File: src/stt_pkg.sv
package stt_pkg;

    localparam int SLOTS    = 32;
    localparam int IDX_W    = (SLOTS > 1) ? $clog2(SLOTS) : 1;
    localparam int CNT_W    = $clog2(SLOTS + 1);
    localparam int PERIOD_W = 32;
    localparam int TIME_W   = 64;
    localparam int MS_W     = 10;
    localparam int ID_W     = 6;

    localparam logic [MS_W-1:0] MS_PER_TICK_RESET = 10'd1;

    localparam logic CMD_REGISTER = 1'b0;
    localparam logic CMD_TICK     = 1'b1;

    localparam logic KIND_ANSWER = 1'b0;
    localparam logic KIND_FIRED  = 1'b1;

    typedef struct packed {
        logic                cmd;
        logic [PERIOD_W-1:0] delay_ms;
        logic                repeating;
    } stt_in_t;

    typedef struct packed {
        logic            kind;
        logic [ID_W-1:0] slot_id;
        logic            last;
    } stt_out_t;

    // one table entry as held in the slot RAM
    typedef struct packed {
        logic [PERIOD_W-1:0] period;
        logic [TIME_W-1:0]   deadline;
        logic                rep;
    } stt_entry_t;

    localparam int ENTRY_W = $bits(stt_entry_t);

    // slot id is slot index plus one, kept to the id field width
    function automatic logic [ID_W-1:0] slot_id_of(input logic [CNT_W-1:0] n);
        logic [ID_W+CNT_W:0] tmp;
        tmp = {{(ID_W + 1){1'b0}}, n} + 1'b1;
        return tmp[ID_W-1:0];
    endfunction

endpackage

File: src/stt_ram.sv
module stt_ram #(
    parameter int WIDTH = 8,
    parameter int DEPTH = 16
) (
    input  logic                                     clk,
    input  logic                                     we,
    input  logic [((DEPTH > 1) ? $clog2(DEPTH) : 1)-1:0] wr_addr,
    input  logic [WIDTH-1:0]                         wr_data,
    input  logic                                     re,
    input  logic [((DEPTH > 1) ? $clog2(DEPTH) : 1)-1:0] rd_addr,
    output logic [WIDTH-1:0]                         rd_data
);

    logic [WIDTH-1:0] mem [DEPTH];

    always_ff @(posedge clk)
    begin
        if (we)
        begin
            mem[wr_addr] <= wr_data;
        end
        if (re)
        begin
            rd_data <= mem[rd_addr];
        end
    end

endmodule

File: src/stt_out_stage.sv
module stt_out_stage (
    input  logic              clk,
    input  logic              rst_n,
    input  logic              push,
    input  stt_pkg::stt_out_t push_data,
    output logic              free,
    output logic              out_valid,
    input  logic              out_ready,
    output stt_pkg::stt_out_t out_data
);

    logic              valid_reg;
    stt_pkg::stt_out_t data_reg;

    assign free      = !valid_reg || out_ready;
    assign out_valid = valid_reg;
    assign out_data  = data_reg;

    always_ff @(posedge clk or negedge rst_n)
    begin
        if (!rst_n)
        begin
            valid_reg <= 1'b0;
        end
        else if (push)
        begin
            valid_reg <= 1'b1;
        end
        else if (out_ready)
        begin
            valid_reg <= 1'b0;
        end
    end

    always_ff @(posedge clk)
    begin
        if (push)
        begin
            data_reg <= push_data;
        end
    end

endmodule

File: src/software_timer_table_core.sv
// Software timer table.
// in channel (in_valid/in_ready/in_data): one command per transaction.
//   cmd register: takes the next free slot, deadline = now + delay_ms,
//   answers one result (kind 0, slot id or 0 when full, last 1).
//   cmd tick: now += ms_per_tick, then every used slot is scanned in
//   ascending order; each enabled slot with deadline <= now fires (kind 1).
//   Periodic slots are rescheduled to now + interval, one-shots disabled.
//   The final fired result of a tick carries last; no result if none fired.
// cfg channel (cfg_valid/cfg_ready/cfg_data): writes ms_per_tick, always
//   ready; write only while the block is idle.
// A tick scans every used slot and then ends, with a flush step when a slot
// fired: the slot RAM is read one entry per cycle unless the scan stalls,
// and the read-modify-write of entry i overlaps the read of i+1. One fired
// result is held back until the next one (or the scan end) is known, so the
// last flag is exact. Stalls: a new hit while a result is held and the
// output register is full halts the scan in place; nothing is dropped.
// Inputs are taken only between commands.
// Reset: clock and used count cleared, all slots disabled, ms_per_tick = 1;
// no clearing pass, the block is ready right after reset.
module software_timer_table_core (
    input  logic                          clk,
    input  logic                          rst_n,
    input  logic                          in_valid,
    output logic                          in_ready,
    input  stt_pkg::stt_in_t              in_data,
    output logic                          out_valid,
    input  logic                          out_ready,
    output stt_pkg::stt_out_t             out_data,
    input  logic                          cfg_valid,
    output logic                          cfg_ready,
    input  logic [stt_pkg::MS_W-1:0]      cfg_data
);

    typedef enum logic [1:0] {
        S_IDLE,
        S_SCAN,
        S_FLUSH
    } state_t;

    state_t                          state_reg, state_next;
    logic [stt_pkg::MS_W-1:0]        ms_per_tick_reg;
    logic [stt_pkg::TIME_W-1:0]      now_ms_reg, now_ms_next;
    logic [stt_pkg::CNT_W-1:0]       used_reg, used_next;
    logic [stt_pkg::SLOTS-1:0]       enable_reg, enable_next;
    logic [stt_pkg::CNT_W-1:0]       rd_idx_reg, rd_idx_next;
    logic                            s1_valid_reg, s1_valid_next;
    logic [stt_pkg::IDX_W-1:0]       s1_idx_reg, s1_idx_next;
    logic                            pend_valid_reg, pend_valid_next;
    logic                            pend_kind_reg, pend_kind_next;
    logic [stt_pkg::ID_W-1:0]        pend_id_reg, pend_id_next;

    // slot RAM ports
    logic                            ram_we;
    logic [stt_pkg::IDX_W-1:0]       ram_wr_addr;
    stt_pkg::stt_entry_t             ram_wr_entry;
    logic                            ram_re;
    logic [stt_pkg::IDX_W-1:0]       ram_rd_addr;
    logic [stt_pkg::ENTRY_W-1:0]     ram_rd_data;
    stt_pkg::stt_entry_t             rd_entry;

    logic                            out_free;
    logic                            push;
    stt_pkg::stt_out_t               push_data;
    logic                            hit;
    logic                            stall;

    stt_ram #(
        .WIDTH (stt_pkg::ENTRY_W),
        .DEPTH (stt_pkg::SLOTS)
    ) u_slot_ram (
        .clk     (clk),
        .we      (ram_we),
        .wr_addr (ram_wr_addr),
        .wr_data (ram_wr_entry),
        .re      (ram_re),
        .rd_addr (ram_rd_addr),
        .rd_data (ram_rd_data)
    );

    stt_out_stage u_out (
        .clk       (clk),
        .rst_n     (rst_n),
        .push      (push),
        .push_data (push_data),
        .free      (out_free),
        .out_valid (out_valid),
        .out_ready (out_ready),
        .out_data  (out_data)
    );

    assign rd_entry  = stt_pkg::stt_entry_t'(ram_rd_data);
    assign in_ready  = (state_reg == S_IDLE);
    assign cfg_ready = 1'b1;

    // entry in stage 1 is due: enabled and deadline reached
    assign hit   = s1_valid_reg && enable_reg[s1_idx_reg]
                   && (now_ms_reg >= rd_entry.deadline);
    // a second fired result cannot move the held one out yet
    assign stall = hit && pend_valid_reg && !out_free;

    always_comb
    begin
        state_next      = state_reg;
        now_ms_next     = now_ms_reg;
        used_next       = used_reg;
        enable_next     = enable_reg;
        rd_idx_next     = rd_idx_reg;
        s1_valid_next   = s1_valid_reg;
        s1_idx_next     = s1_idx_reg;
        pend_valid_next = pend_valid_reg;
        pend_kind_next  = pend_kind_reg;
        pend_id_next    = pend_id_reg;

        ram_we       = 1'b0;
        ram_wr_addr  = s1_idx_reg;
        ram_wr_entry = rd_entry;
        ram_wr_entry.deadline = now_ms_reg + stt_pkg::TIME_W'(rd_entry.period);
        ram_re       = 1'b0;
        ram_rd_addr  = rd_idx_reg[stt_pkg::IDX_W-1:0];

        push              = 1'b0;
        push_data.kind    = pend_kind_reg;
        push_data.slot_id = pend_id_reg;
        push_data.last    = 1'b0;

        unique case (state_reg)
            S_IDLE:
            begin
                if (in_valid)
                begin
                    if (in_data.cmd == stt_pkg::CMD_TICK)
                    begin
                        now_ms_next   = now_ms_reg + stt_pkg::TIME_W'(ms_per_tick_reg);
                        rd_idx_next   = '0;
                        s1_valid_next = 1'b0;
                        state_next    = S_SCAN;
                    end
                    else
                    begin
                        pend_valid_next = 1'b1;
                        pend_kind_next  = stt_pkg::KIND_ANSWER;
                        pend_id_next    = '0;
                        if (used_reg < stt_pkg::CNT_W'(stt_pkg::SLOTS))
                        begin
                            ram_we                = 1'b1;
                            ram_wr_addr           = used_reg[stt_pkg::IDX_W-1:0];
                            ram_wr_entry.period   = in_data.delay_ms;
                            ram_wr_entry.deadline = now_ms_reg
                                                    + stt_pkg::TIME_W'(in_data.delay_ms);
                            ram_wr_entry.rep      = in_data.repeating;
                            enable_next[used_reg[stt_pkg::IDX_W-1:0]] = 1'b1;
                            used_next             = used_reg + stt_pkg::CNT_W'(1);
                            pend_id_next          = stt_pkg::slot_id_of(used_reg);
                        end
                        state_next = S_FLUSH;
                    end
                end
            end

            S_SCAN:
            begin
                if (!stall)
                begin
                    if (hit)
                    begin
                        // older fired result is not the last one
                        push            = pend_valid_reg;
                        pend_valid_next = 1'b1;
                        pend_kind_next  = stt_pkg::KIND_FIRED;
                        pend_id_next    = stt_pkg::slot_id_of(stt_pkg::CNT_W'(s1_idx_reg));
                        if (rd_entry.rep)
                        begin
                            ram_we = 1'b1;
                        end
                        else
                        begin
                            enable_next[s1_idx_reg] = 1'b0;
                        end
                    end
                    if (rd_idx_reg < used_reg)
                    begin
                        ram_re        = 1'b1;
                        s1_valid_next = 1'b1;
                        s1_idx_next   = rd_idx_reg[stt_pkg::IDX_W-1:0];
                        rd_idx_next   = rd_idx_reg + stt_pkg::CNT_W'(1);
                    end
                    else
                    begin
                        s1_valid_next = 1'b0;
                        state_next    = pend_valid_next ? S_FLUSH : S_IDLE;
                    end
                end
            end

            S_FLUSH:
            begin
                if (out_free)
                begin
                    push            = 1'b1;
                    push_data.last  = 1'b1;
                    pend_valid_next = 1'b0;
                    state_next      = S_IDLE;
                end
            end

            default:
            begin
                state_next = S_IDLE;
            end
        endcase
    end

    always_ff @(posedge clk or negedge rst_n)
    begin
        if (!rst_n)
        begin
            state_reg       <= S_IDLE;
            ms_per_tick_reg <= stt_pkg::MS_PER_TICK_RESET;
            now_ms_reg      <= '0;
            used_reg        <= '0;
            enable_reg      <= '0;
            rd_idx_reg      <= '0;
            s1_valid_reg    <= 1'b0;
            pend_valid_reg  <= 1'b0;
        end
        else
        begin
            state_reg      <= state_next;
            now_ms_reg     <= now_ms_next;
            used_reg       <= used_next;
            enable_reg     <= enable_next;
            rd_idx_reg     <= rd_idx_next;
            s1_valid_reg   <= s1_valid_next;
            pend_valid_reg <= pend_valid_next;
            if (cfg_valid && cfg_ready)
            begin
                ms_per_tick_reg <= cfg_data;
            end
        end
    end

    always_ff @(posedge clk)
    begin
        s1_idx_reg    <= s1_idx_next;
        pend_kind_reg <= pend_kind_next;
        pend_id_reg   <= pend_id_next;
    end

    // write-back never hits the entry being fetched in the same cycle
    a_no_rw_collide: assert property (@(posedge clk) disable iff (!rst_n)
        (ram_we && ram_re) |-> (ram_wr_addr != ram_rd_addr))
        else $error("slot RAM write and read target the same entry");

    // a result only moves into the output register when it has room
    a_push_room: assert property (@(posedge clk) disable iff (!rst_n)
        push |-> out_free)
        else $error("result pushed into a full output register");

    a_used_bound: assert property (@(posedge clk) disable iff (!rst_n)
        used_reg <= stt_pkg::CNT_W'(stt_pkg::SLOTS))
        else $error("used count beyond table size");

    // no held result is left behind once back at idle
    a_idle_empty: assert property (@(posedge clk) disable iff (!rst_n)
        (state_reg == S_IDLE) |-> !pend_valid_reg)
        else $error("held result still pending at idle");

    // a stalled scan holds its fetch position
    a_stall_hold: assert property (@(posedge clk) disable iff (!rst_n)
        (state_reg == S_SCAN && stall) |=> $stable(rd_idx_reg) && s1_valid_reg)
        else $error("scan moved during a stall");

endmodule
File: config.mk
export PLATFORM = sky130hd
export DESIGN_NAME = software_timer_table_core
export DESIGN_NICKNAME = d
export VERILOG_FILES = /design/src/stt_pkg.sv /design/src/stt_ram.sv /design/src/stt_out_stage.sv /design/src/software_timer_table_core.sv
export SDC_FILE = /design/constraint.sdc
export NUM_CORES = 2
export LEC_CHECK = 0
export ABC_CLOCK_PERIOD_IN_PS = 9100
export BUFFER_PORTS_ARGS = -buffer_cell sky130_fd_sc_hd__buf_2
export CORE_ASPECT_RATIO = 1.25
export CORE_MARGIN = 4
export CORE_UTILIZATION = 50
export DETAILED_ROUTE_END_ITERATION = 8
export PLACE_DENSITY = 0.65
export SLEW_MARGIN = 20
export SYNTH_ARGS = -nofsm -noshare
export SYNTH_HDL_FRONTEND = slang
export SYNTH_SLANG_ARGS = --single-unit
File: constraint.sdc
create_clock -name clk -period 9.1 [get_ports clk]
set_input_delay 1.365 -clock clk [delete_from_list [all_inputs] [get_ports clk]]
set_output_delay 1.365 -clock clk [all_outputs]
set_load 0.05 [all_outputs]
* Word-level counts from Yosys, hierarchy flattened
Memory sizes are Yosys's and may differ from the RTL's. A register that Yosys moved wholly into a read port is not among the register bits.
Cells that the tools add are included.
** Cells by class
- Add/sub/neg operators :: 7
- Order comparisons :: 7
- Equality and inequality tests :: 12
- Multiplexer cells :: 74
- Bitwise operators :: 5
- Reduce and logical (&&, ||, !) cells :: 22
** Operators with widths (number)
- 97-bit 2-to-1 mux :: 4
- 32-bit 2-to-1 mux :: 6
- 64-bit by 32-bit adder with 64-bit output :: 2
- 64-bit by 10-bit adder with 64-bit output :: 1
- 64-bit >= comparator :: 1
- 32-bit one-hot mux with 2 select lines :: 1
- 6-bit 2-to-1 mux :: 9
- 1-bit 2-to-1 mux :: 33
- 32-bit AND :: 1
- 32-bit inverter :: 1
- 32-bit OR :: 1
- 6-bit one-hot mux with 2 select lines :: 2
- 5-bit 2-to-1 mux :: 4
- 6-bit by 1-bit adder with 6-bit output, second input constant :: 3
- 2-bit != test, second input constant :: 8
- 5-bit AND reduction :: 3
- 5-bit by 6-bit < comparator with 1-bit output, second input constant :: 2
- 2-bit 2-to-1 mux :: 6
- 4-bit AND reduction :: 3
- 1-bit demux with 5-bit select :: 2
- 5-bit by 1-bit >= comparator with 1-bit output, second input constant :: 2
- 1-bit one-hot mux with 2 select lines :: 4
- 7-bit AND reduction :: 1
- 5-bit by 1-bit adder with 6-bit output, second input constant :: 1
- 16 further kinds :: 26
** Word-level totals
- Bits in registers :: 143
- Bits in writable memories :: 3104
- Output and inout port bits :: 11
- Word-level logic and storage cells :: 143
- Memories :: 1
** Memories
- u_slot_ram.mem :: depth 32, width 97, rd ports 1, clocked after memory_dff 1, write ports 1, line stt_ram.sv:14 : logic [WIDTH-1:0] mem [DEPTH];

* Depth between registers and ports, before layout
- Depth after elaboration :: 12
- Gate-level depth with buffers :: 13
- Mapped depth without buffers :: 12

* Modules after synthesis
A second synthesis with hierarchy kept.
** Unflattened totals
- Cell total of the unflattened synthesis :: 7306
- Area total of the unflattened synthesis :: 134435.2 sq um
** Modules (own cells, without submodules)
- stt_ram :: times used 1, cells each 5663, area an instance 120847.2 sq um
- software_timer_table_core :: times used 1, cells each 1632, area an instance 13300.3 sq um
- stt_out_stage :: times used 1, cells each 11, area an instance 287.8 sq um

* Worst setup path after synthesis
OpenSTA, ideal clock, no wires.
- Path type :: register to register
- Start :: register now_ms_reg[49] (netlist bit)
- End :: memory u_slot_ram.mem[20][0] (netlist bit) (enable)
- Arrival time :: 7265 ps
- Path slack :: 1250 ps
- Cell stages (with the launch flop) :: 11
- Buffers on the path :: 0
- Clock period less this slack :: 7850 ps
- Cells stage by stage :: dfrtp_1 ha_1 and4_1 nand3_1 or4_1 nor3_1 o31a_1 o21ai_4 nor3_1 nand2_1 a21oi_1
** On the way
- Longest elaborated chain between the ends :: 8
- Elaborated cells between the ends (all ways) :: 9
** RTL lines
- start: declaration :: line software_timer_table_core.sv:42 : logic [stt_pkg::TIME_W-1:0] now_ms_reg, now_ms_next;
- start signal: assignment :: line software_timer_table_core.sv:229 : now_ms_reg <= now_ms_next;
- 64-bit >= comparator * :: line software_timer_table_core.sv:97 : && (now_ms_reg >= rd_entry.deadline);
- 1-bit logical AND * :: line software_timer_table_core.sv:97
- 1-bit logical AND (2 in a row) :: line software_timer_table_core.sv:99 : assign stall = hit && pend_valid_reg && !out_free;
- 1-bit 2-to-1 mux * :: line software_timer_table_core.sv:162 : if (!stall)
- 1-bit one-hot mux with 2 select lines * :: line software_timer_table_core.sv:126 : unique case (state_reg)
- 1-bit 2-to-1 mux * :: line stt_ram.sv:18 : if (we)
- 1-bit 2-to-1 mux (not written as such) * :: line stt_ram.sv:20 : mem[wr_addr] <= wr_data;
- end: declaration :: line stt_ram.sv:14
Every way passes the cells marked *; elsewhere a longest branch is shown, timed or not.

* Worst setup path after layout
- Start :: register now_ms_reg[31] (netlist bit)
- End :: memory u_slot_ram.mem[6][27] (netlist bit) (enable)
Same word-level chain as after synthesis.

==> flow_metrics.env <==
export IMPL_fin_hold_ws_ns=0.420
export IMPL_fin_tns_setup_ns=0
export IMPL_synth_adder_area_share_pct=1.51
export IMPL_path_class="reg2reg"
export IMPL_final_cell_area_um2=150000
export IMPL_ys_ff_latch=3344
export IMPL_critPathLaunchType="flip-flop"
export IMPL_grt_pass1_vias=67300
export IMPL_core_area_um2=267000
export IMPL_cts_max_level=5
export IMPL_numPlacedInstances=9742
export IMPL_synth_flop_cell="edfxtp_1"
export IMPL_synth_seq_area_share_pct=74.5
export IMPL_initial_core_util_pct=50.2
export IMPL_max_freq_ghz=0.157
export IMPL_synthMuxAreaShare_pct=17.4
export IMPL_critical_path_max_stage_delay_ns=0.95
export IMPL_fin_nets=6743
export IMPL_hold_class="reg2reg"
export IMPL_first_pass_iters=5
export IMPL_ir_worst_vdd_v=0.000189
export IMPL_antenna_found_initial=4
export IMPL_post_cts_buffers=0
export IMPL_die_w_um=471
export IMPL_grt_max_degree=136
export IMPL_drc=0
export IMPL_rsz0062_at_grt="false"
export IMPL_period_minus_slack_ns=6.35
export IMPL_cap_violations=0
export IMPL_layout_area_seq_um2=99800
export IMPL_layout_cells_non_filler=10300
export IMPL_worstPathMaxFanout=40
export IMPL_synth_xor_area_share_pct=1.01
export IMPL_portBuffers=58
export IMPL_power_density_nw_per_um2=238
export IMPL_slowest_stage="nor2_4"
export IMPL_wl_mm=335
export IMPL_ys_async_sr_fraction_pct=3.68
export IMPL_cts_max_path_buffers=4
export IMPL_endpoint_kind="flip-flop"
export IMPL_synthSimpleGateAreaFrac_pct=2.34
export IMPL_worstPathCellList="ha_1, nand4_1, nor4_1, o211ai_1, a31oi_1, o31a_1, o21ai_4, nor3_1, a22oi_1, nor2_4, buf_4"
export IMPL_place_congestion=0.903
export IMPL_multi_input_area_um2=33500
export IMPL_synth_edf_count=3221
export IMPL_path_buf_inv=1
export IMPL_grtUsageTotal_pct=24.2
export IMPL_dp_hpwl_mm=185
export IMPL_die_h_um=587
export IMPL_final_cell_mix="edfxtp_1, mux4_2, clkbuf_16"
export IMPL_vias_per_cell=6.35
export IMPL_status="complete, no violations"
export IMPL_finalSetupViolCount=0
export IMPL_via_count=65400
export IMPL_clkSlewWorstSetupHoldPaths_ns=0.06
export IMPL_root_buffer="clkbuf_16"
export IMPL_die_area_um2=276000
export IMPL_gr_total_overflow=0
export IMPL_largest_reg_flops=3104
export IMPL_wl_per_cell_um=32.5
export IMPL_syn_nets=6506
export IMPL_synth_top_family_by_area="multiplexers"
export IMPL_layout_commonest_cell="edfxtp_1"
export IMPL_synthTopCellsByArea="edfxtp_1, mux4_2, dfrtp_1"
export IMPL_hold_violations=0
export IMPL_syn_to_final_growth_pct=12.0
export IMPL_crit_required_ns=9.58
export IMPL_drv_slew=0
export IMPL_num_fill_cells=19700
export IMPL_cts_tree="yes"
export IMPL_path_delay_family="simple AND/OR/NAND/NOR gates"
export IMPL_numClockSinks=3344
export IMPL_fp_row_count=212
export IMPL_grt_pass1_wl_mm=488
export IMPL_yosysWarnings=0
export IMPL_synth_area_um2=134000
export IMPL_drive_gt1_share_pct=27.6
export IMPL_synth_cells=6297
export IMPL_synth_top_area_share_pct=72.2
export IMPL_period_share_pct=69.8
export IMPL_syn_area_per_cell_um2=21.3
export IMPL_synth_compound_area_share_pct=2.07
export IMPL_cts_buffers=321
export IMPL_p_leak_nw=38.5
export IMPL_relSlewSlack_pct=24.3
export IMPL_synth_top_area_cell="edfxtp_1"
export IMPL_ctsResizeCount=0
export IMPL_ctsHoldBuffers=0
export IMPL_ant_nets=0
export IMPL_place_area_um2=140000
export IMPL_final_util_pct=56.2
export IMPL_clk_latency_ns=0.89
export IMPL_drt_iter0_drc=7490
export IMPL_skew_ns=0.0407
export IMPL_crit_arrival_ns=6.83
export IMPL_synth_cell_types=79
export IMPL_tightest_slew_ns=1.13
export IMPL_ios=60
## cell families after synthesis
| kind of cell | Yosys count |
|---|---|
| adders and majority gates | 160 |
| other | 1 |
| buffers and inverters | 429 |
| AOI/OAI and AO/OA | 451 |
| xor gates and xnor gates | 154 |
| and+or+nand+nor | 666 |
| DFF | 3344 |
| muxes | 1092 |
## per-layer routing
layer / global-route usage, % / part of all wire, % / routed length (um)
met4: 6.24 / 2.6 / 8830
met2: 41.6 / 52 / 174000
met5: 0 / 0 / 0
met3: 3.01 / 6.2 / 20700
met1: 33.3 / 39 / 131000
## cell usage after synthesis (all sizes together), types with 94 or more instances
cell	number
edfxtp	3221
xnor2	100
nor2	137
mux2	109
ha	157
o21ai	103
dfrtp	122
clkbuf	217
nand2	241
inv	117
buf	94
mux4	976
a21oi	167
## report_power, final
| group | switching, W | internal, W | leakage, nW | total [W] |
|---|---|---|---|---|
| Clock | 0.00563 | 0.00735 | 4.89 | 0.0130 |
| Combinational | 0.00311 | 0.00179 | 10.1 | 0.00489 |
| Sequential | 0.000169 | 0.0177 | 23.6 | 0.0179 |
| Total | 0.00890 | 0.0269 | 38.5 | 0.0358 |
## worst register-to-register path: cells and delay by family (launching register included)
| kind | cells | cell delay [ns] |
|---|---|---|
| AO/OA/AOI/OAI | 5 | 1.81 |
| adder cells (fa/ha/maj) | 1 | 0.33 |
| flip-flops | 1 | 0.45 |
| AND/OR/NAND/NOR | 4 | 2.49 |
| buffers and inverters | 1 | 0.84 |
## cell type report
cell class | instances | area share, %
sequential | 3344 | 66.5
multi-input combinational | 2524 | 22.3
clock buffer | 395 | 5.66
tap | 3531 | 2.94
timing repair buffer | 225 | 1.24
clock inverter | 171 | 1.03
inverter | 118 | 0.300
antenna | 2 | 0.00333
## metrics by stage
stage / setup slack (ns) / total power (W)
floorplan: 1.25 / 0.0216
global placement: 2.95 / 0.0231
detailed placement: 2.81 / 0.0232
CTS: 2.77 / 0.0361
global route: 2.55 / 0.0371
finish: 2.75 / 0.0358
## final timing paths
kind	start	to	slack (ns)	cells past startpoint
hold reg to reg	pend_id_reg[3]$_DFFE_PP_	u_out.out_data[4]$_DFFE_PP_	0.42	0
min in group asynchronous	rst_n	u_out.out_valid$_DFFE_PN0P_	0.52	1
hold / removal	pend_id_reg[3]$_DFFE_PP_	u_out.out_data[4]$_DFFE_PP_	0.42	0
setup / recovery	now_ms_reg[31]$_DFFE_PN0P_	u_slot_ram.mem[6][27]$_DFFE_PP_	2.75	11
max in group asynchronous	rst_n	ms_per_tick_reg[6]$_DFFE_PN0P_	7.03	2
setup reg to reg	now_ms_reg[31]$_DFFE_PN0P_	u_slot_ram.mem[6][27]$_DFFE_PP_	2.75	11
Note: power is estimated with default switching activity, not from simulation.
